[config.mk]
export PLATFORM = sky130hd
export DESIGN_NAME = tcts_queue
export DESIGN_NICKNAME = d
export VERILOG_FILES = /design/src/tcts_pkg.sv /design/src/tcts_queue.sv
export SDC_FILE = /design/constraint.sdc
export NUM_CORES = 1
export LEC_CHECK = 0
export ABC_AREA = 1
export ABC_CLOCK_PERIOD_IN_PS = 16600
export BUFFER_PORTS_ARGS = -buffer_cell sky130_fd_sc_hd__buf_2
export CAP_MARGIN = 15
export CORE_UTILIZATION = 50
export DETAILED_ROUTE_END_ITERATION = 7
export PLACE_DENSITY = 0.79
export SLEW_MARGIN = 20
export SYNTH_ARGS = -nofsm -noshare
export SYNTH_HDL_FRONTEND = slang
export SYNTH_SLANG_ARGS = --single-unit
[constraint.sdc]
create_clock -name clk -period 16.6 [get_ports clk]
set_clock_uncertainty 0.15 [all_clocks]
set_input_delay 0.83 -clock clk [delete_from_list [all_inputs] [get_ports clk]]
set_output_delay 0.83 -clock clk [all_outputs]
set_load 0.03 [all_outputs]
[src/tcts_pkg.sv]
// Shared widths, item types and queue sizing for the tangent segment block.
package tcts_pkg;

  localparam int COORD_BITS    = 16;
  localparam int FRAC_BITS     = 8;
  localparam int RAD_BITS      = COORD_BITS - 1;
  localparam int DIFF_BITS     = COORD_BITS + 1;
  localparam int ADJ_BITS      = COORD_BITS + 2;
  localparam int D2_BITS       = 2 * COORD_BITS + 2;
  localparam int RADICAND_BITS = D2_BITS + 2 * FRAC_BITS;
  localparam int ROOT_BITS     = RADICAND_BITS / 2;
  localparam int AX_BITS       = DIFF_BITS + ADJ_BITS;
  localparam int PS_BITS       = DIFF_BITS + ROOT_BITS + 1;
  localparam int NUM_BITS      = D2_BITS + FRAC_BITS + 1;
  localparam int WIDE_BITS     = NUM_BITS + 1;
  localparam int MAG_BITS      = NUM_BITS - 1;
  localparam int SPLIT_BITS    = MAG_BITS / 2;
  localparam int PROD_BITS     = MAG_BITS + RAD_BITS;
  localparam int QUO_BITS      = RAD_BITS + FRAC_BITS + 1;
  localparam int OUT_BITS      = COORD_BITS + 1 + FRAC_BITS;
  localparam int NUM_DIV       = 8;

  localparam int QUEUE_DEPTH   = 4;
  localparam int PTR_BITS      = $clog2(QUEUE_DEPTH);
  localparam int LEVEL_BITS    = PTR_BITS + 1;
  localparam int FRONT_STAGES  = 3;
  localparam int OCC_BITS      = $clog2(FRONT_STAGES + 1);

  // Classified item handed from the front part to the back part
  typedef struct packed {
    logic signed [COORD_BITS-1:0]  c1x;
    logic signed [COORD_BITS-1:0]  c1y;
    logic signed [COORD_BITS-1:0]  c2x;
    logic signed [COORD_BITS-1:0]  c2y;
    logic [RAD_BITS-1:0]           r1;
    logic [RAD_BITS-1:0]           r2;
    logic                          inner;
    logic                          found;
    logic signed [DIFF_BITS-1:0]   hx;
    logic signed [DIFF_BITS-1:0]   hy;
    logic signed [ADJ_BITS-1:0]    adj;
    logic [D2_BITS-1:0]            d2;
    logic [RADICAND_BITS-1:0]      rad;
  } front_item_t;

  // Fields the output stage needs, carried beside the dividers
  typedef struct packed {
    logic signed [COORD_BITS-1:0]  c1x;
    logic signed [COORD_BITS-1:0]  c1y;
    logic signed [COORD_BITS-1:0]  c2x;
    logic signed [COORD_BITS-1:0]  c2y;
    logic                          inner;
    logic                          found;
    logic [3:0]                    sgn;
  } side_t;

endpackage

[src/tcts_queue.sv]
// Short queue between the front and back parts; drains one item per cycle.
module tcts_queue (
  input  logic                              clk,
  input  logic                              rst,
  input  logic                              push,
  input  tcts_pkg::front_item_t             push_item,
  output logic                              out_valid,
  output tcts_pkg::front_item_t             out_item,
  output logic [tcts_pkg::LEVEL_BITS-1:0]   level
);
  import tcts_pkg::*;

  front_item_t          slots [0:QUEUE_DEPTH-1];
  logic [PTR_BITS-1:0]  wptr, rptr;
  logic [LEVEL_BITS-1:0] count;
  logic                 pop;

  assign pop       = count != '0;
  assign out_valid = pop;
  assign out_item  = slots[rptr];
  assign level     = count;

  // Store pushed items
  always_ff @(posedge clk) begin
    if (push) begin
      slots[wptr] <= push_item;
    end
  end

  // Advance pointers and count
  always_ff @(posedge clk) begin
    if (rst) begin
      wptr  <= '0;
      rptr  <= '0;
      count <= '0;
    end else begin
      if (push) begin
        wptr <= wptr + 1'b1;
      end
      if (pop) begin
        rptr <= rptr + 1'b1;
      end
      count <= count + LEVEL_BITS'(push) - LEVEL_BITS'(pop);
    end
  end

endmodule

Yosys cells after proc, flatten, opt, wreduce, memory -nomap -nowiden
Memories as Yosys holds them, arrays and structs flattened. A register that Yosys moved wholly into a read port is not among the register bits.
Index checks and enable logic that the tools add are counted.
{"block": "totals", "regBits": 7, "memories": 1, "word_cells": 13, "inputBits": 235, "output_inout_bits": 236, "ramBits": 928}
{"block": "classes", "reduce_logical": 1, "muxes": 4, "addsub": 4}
{"name": "slots", "words": 4, "word_bits": 232, "rd": 1, "rd_ports_with_merged_regs": 1, "wr": 1, "line_no": "tcts_queue.sv:13", "source": "front_item_t slots [0:QUEUE_DEPTH-1];"}
{"op": "2-bit by 1-bit adder with 2-bit output (second input constant)", "n": 2}
{"op": "2-bit two-way mux", "n": 2}
{"op": "3-bit by 1-bit adder with 3-bit output", "n": 1}
{"op": "3-bit nonzero test", "n": 1}
{"op": "3-bit by 1-bit subtractor with 3-bit output", "n": 1}
{"op": "1-bit two-way mux", "n": 2}

Depth between registers and ports, before layout
{"block": "logic_depth", "word_depth": 3, "depth_mapped": 9, "mapped_depth_nobuf": 9}

Worst setup path before layout
OpenSTA, ideal clock, no wires.
{"block": "synth_timing", "path_kind": "input port to flip-flop", "startpoint": "input push", "endpoint": "memory slots[0][0] in the netlist's numbering, enable pin", "stages": 2, "setup_ns": 0.583, "path_slack_ns": 10.553, "path_buffers": 0, "t_arrival_ns": 5.314, "required_time_ns": 15.867, "path_cell_list": "nand2_1 inv_1"}
{"block": "synth_via", "elab_chain_cells": 2}
{"element": "start, declared", "line_no": "tcts_queue.sv:5", "source": "input logic push,"}
{"element": "1-bit two-way mux", "line_no": "tcts_queue.sv:25", "source": "if (push) begin"}
{"element": "1-bit two-way mux (not written as such)", "line_no": "tcts_queue.sv:26", "source": "slots[wptr] <= push_item;"}
{"element": "end, declared", "line_no": "tcts_queue.sv:13"}
Every way passes these cells.

==> results_tabular.tex <==
\begin{tabular}{lr}
\hline
Metric & Value \\
\hline
\multicolumn{2}{l}{\textbf{Logic synthesis}} \\
Warnings from Yosys & 0 \\
Unique masters post-synth & 16 \\
Post-synthesis area per instance & 13.3 µm² \\
Number of register bits inferred by synthesis & 937 \\
Post-Synthesis Net Count & 3010 \\
Area share of the leading cell type in the synthesized netlist & 75.5\% \\
Number of cells produced by synthesis & 2768 \\
Synthesized area & 36900 µm² \\
Synth area leaders & edfxtp\_1 (76\%), inv\_1 (4.9\%), nand2\_1 (4.9\%), o211ai\_1 (4.7\%), a21oi\_1 (3.2\%) \\
Library cell with the largest summed area after synthesis & edfxtp\_1 \\
Share of the yosys chip area belonging to registers & 76.0\% \\
\multicolumn{2}{l}{\textbf{Floorplanning}} \\
Die footprint & 74900 µm² \\
I/O pin count & 471 \\
Die width & 274 µm \\
Standard cell core area & 73000 µm² \\
Total number of placement rows & 99 \\
Die boundary height & 274 µm \\
Starting Density & 50.6\% \\
\multicolumn{2}{l}{\textbf{Clock tree}} \\
Post-CTS clock slew at the launch and capture registers of the worst setup and hold paths & 0.06 ns \\
Post-cts sizing count & 0 \\
Worst-skew pair later-pin latency & 0.63 ns \\
Number of levels the H-tree was split into & 3 \\
Clock root buffer & clkbuf\_16 \\
TritonCTS clock tree & done \\
Number of clock sinks & 937 \\
Number of setup buffers added after CTS & 0 \\
Number of buffers created by CTS & 94 \\
Maximum clock insertion buffer count & 3 \\
Post-cts hold buffer count & 0 \\
\multicolumn{2}{l}{\textbf{Cells and area}} \\
Area growth from synthesis to final layout & 16.1\% \\
Most common library cell in the layout ignoring fill and taps & edfxtp\_1 \\
Top library cells by usage in the layout, fill and taps aside & edfxtp\_1 (928), nand2\_1 (477), inv\_1 (477), buf\_2 (470), a21oi\_1 (238) \\
Number of nets in the layout & 3439 \\
Layout cells sized above 1 & 19.4\% \\
\multicolumn{2}{l}{\textbf{Power and ir drop}} \\
Peak supply drop & 0.156 mV \\
Reported leakage power & 16.5 nW \\
Power density over the cells & 172 nW/µm² \\
Total power after layout & 7.38 mW \\
\multicolumn{2}{l}{\textbf{Critical path}} \\
Signal arrival time at the worst endpoint & 5.08 ns \\
Endpoint kind of the worst setup timing path & output port \\
Classification of the worst setup path & flip-flop to output port \\
Crit-path max FO & 264 \\
Worst Reg2Reg Path Length in Cells & 6 \\
Startpoint of the most critical register-to-register path & wptr[0] \\
Worst path required time & 15.62 ns \\
Critical Path Source Type & flip-flop \\
\multicolumn{2}{l}{\textbf{GRT}} \\
Total routing resource utilization after global routing & 19.5\% \\
Vias in the first global route & 21849 \\
Gr ovfl total & 0 \\
Wire length of the first global-routing pass & 114 mm \\
Antenna violations before repair & 26 \\
Largest net degree at the start of global routing & 265 \\
\multicolumn{2}{l}{\textbf{Timing}} \\
Final-report max-slew violation count & 0 \\
Slew at the pin with the worst max-slew slack & 1.12 ns \\
Post-Route Setup TNS & 0 ns \\
Endpoints failing hold & 0 \\
Highest clock frequency the design can meet & 0.165 GHz \\
Slew Limit Headroom & 25.5\% \\
Setup repair after global routing missed its margin & false \\
Final period utilization & 36.5\% \\
Post-layout min period & 6.06 ns \\
Setup Viol. Count Final & 0 \\
\multicolumn{2}{l}{\textbf{Outcome}} \\
Status & finished, final reports clean \\
\multicolumn{2}{l}{\textbf{Detailed routing}} \\
Final routed DRC violation total & 0 \\
Post-DR wirelength/cell & 17.7 µm \\
Number of DRC markers in iteration 0 & 1571 \\
First-pass iteration count of the detailed router & 5 \\
Via density per instance & 5.17 \\
Antenna-violating nets left & 0 \\
Final wirelength & 75.4 mm \\
Total via count after detailed routing & 21998 \\
\multicolumn{2}{l}{\textbf{Placed design}} \\
RD Place Congestion & 0.770 \\
Count of input and output buffers & 470 \\
HPWL after detailed placement & 43.4 mm \\
\multicolumn{2}{l}{\textbf{Job}} \\
Max-cap violation count & 0 \\
\multicolumn{2}{l}{\textbf{Worst hold path}} \\
Hold Path Cell Cnt & 1 \\
Startpoint of the tightest hold check path & push\_item[45] \\
Class of the worst hold path & input pin to flip-flop \\
\hline
\end{tabular}
## cell type report
cell class / count / area (µm²)
fillers: 5376 / 30100
flip-flops and latches: 937 / 28100
multi-input cells: 1195 / 6020
repair buffers: 488 / 2510
clock buffers: 107 / 2440
inverters: 481 / 1840
well taps: 959 / 1200
clock inverters: 67 / 726
diodes: 18 / 45.0
## registers in the layout (all words and copies together) (netlist names), named ones only
| signal | flops |
|---|---|
| slots | 928 |
| wptr | 2 |
| level | 3 |
| rptr | 2 |
## metal layers
| layer | wire [µm] | share of wire (%) | up-vias | global-route usage (%) |
|---|---|---|---|---|
| met5 | 108 | 0.14 | - | 0 |
| met4 | 2850 | 3.8 | 18 | 9.60 |
| met3 | 5300 | 7.0 | 195 | 4.98 |
| met2 | 38600 | 51 | 641 | 33.8 |
| met1 | 28500 | 38 | 10591 | 22.5 |
| li1 | - | - | 10553 | - |
## power by group
part / switching [mW] / internal [mW]
Sequential: 0.0788 / 2.72
Combinational: 1.82 / 0.625
Clock: 0.881 / 1.25
Total: 2.78 / 4.59
## worst max-delay path: stages (launching register included)
cell     delay (ns)
dfxtp_4        0.96
buf_4          0.88
buf_4          0.92
buf_12         0.72
a21oi_1        0.17
o21ai_0        0.16
nand2_1        0.11
buf_2          0.20
## cells by family (layout without fill, tap and decap cells)
logic type | after synthesis | after routing | synth area share (%)
AOI/OAI and AO/OA | 704 | 704 | 11.1
buffers and inverters | 636 | 1143 | 7.69
other | 0 | 18 | 0
and+or+nand+nor | 484 | 484 | 4.93
adders and majority gates | 7 | 7 | 0.258
DFF | 937 | 937 | 76.0
## through the flow
step                cells  hold slack, ns  utilization, %  setup slack [ns]  instance area (µm²)
detailed placement   4060           0.357            54.3             11.41                39600
finish               4252           0.244            58.7             10.54                42800
global route         4250           0.211            58.7             10.15                42800
floorplan            2768           0.333               -             10.55                36900
global placement     4060           0.351            54.3             11.52                39600
CTS                  4234           0.195            58.7             10.67                42800
## synth_stat cells
cell type and count:
buf_4 3, nor2_1 4, ha_1 6, fa_1 1, o21ai_1 49, buf_6 40, edfxtp_1 928, inv_1 481
o21ai_0 185, o211ai_1 232, dfxtp_1 9, clkbuf_2 5, nand3_1 3, buf_2 107, a21oi_1 238, nand2_1 477
## path summary, 6_finish.rpt
check,endpoint,slack (ns)
max,out_item[137],10.54
min,slots[2][45],0.24
max reg2reg,slots[2][111],12.86
min reg2reg,flip-flop,0.37
Power figures use the tool's default switching activity.
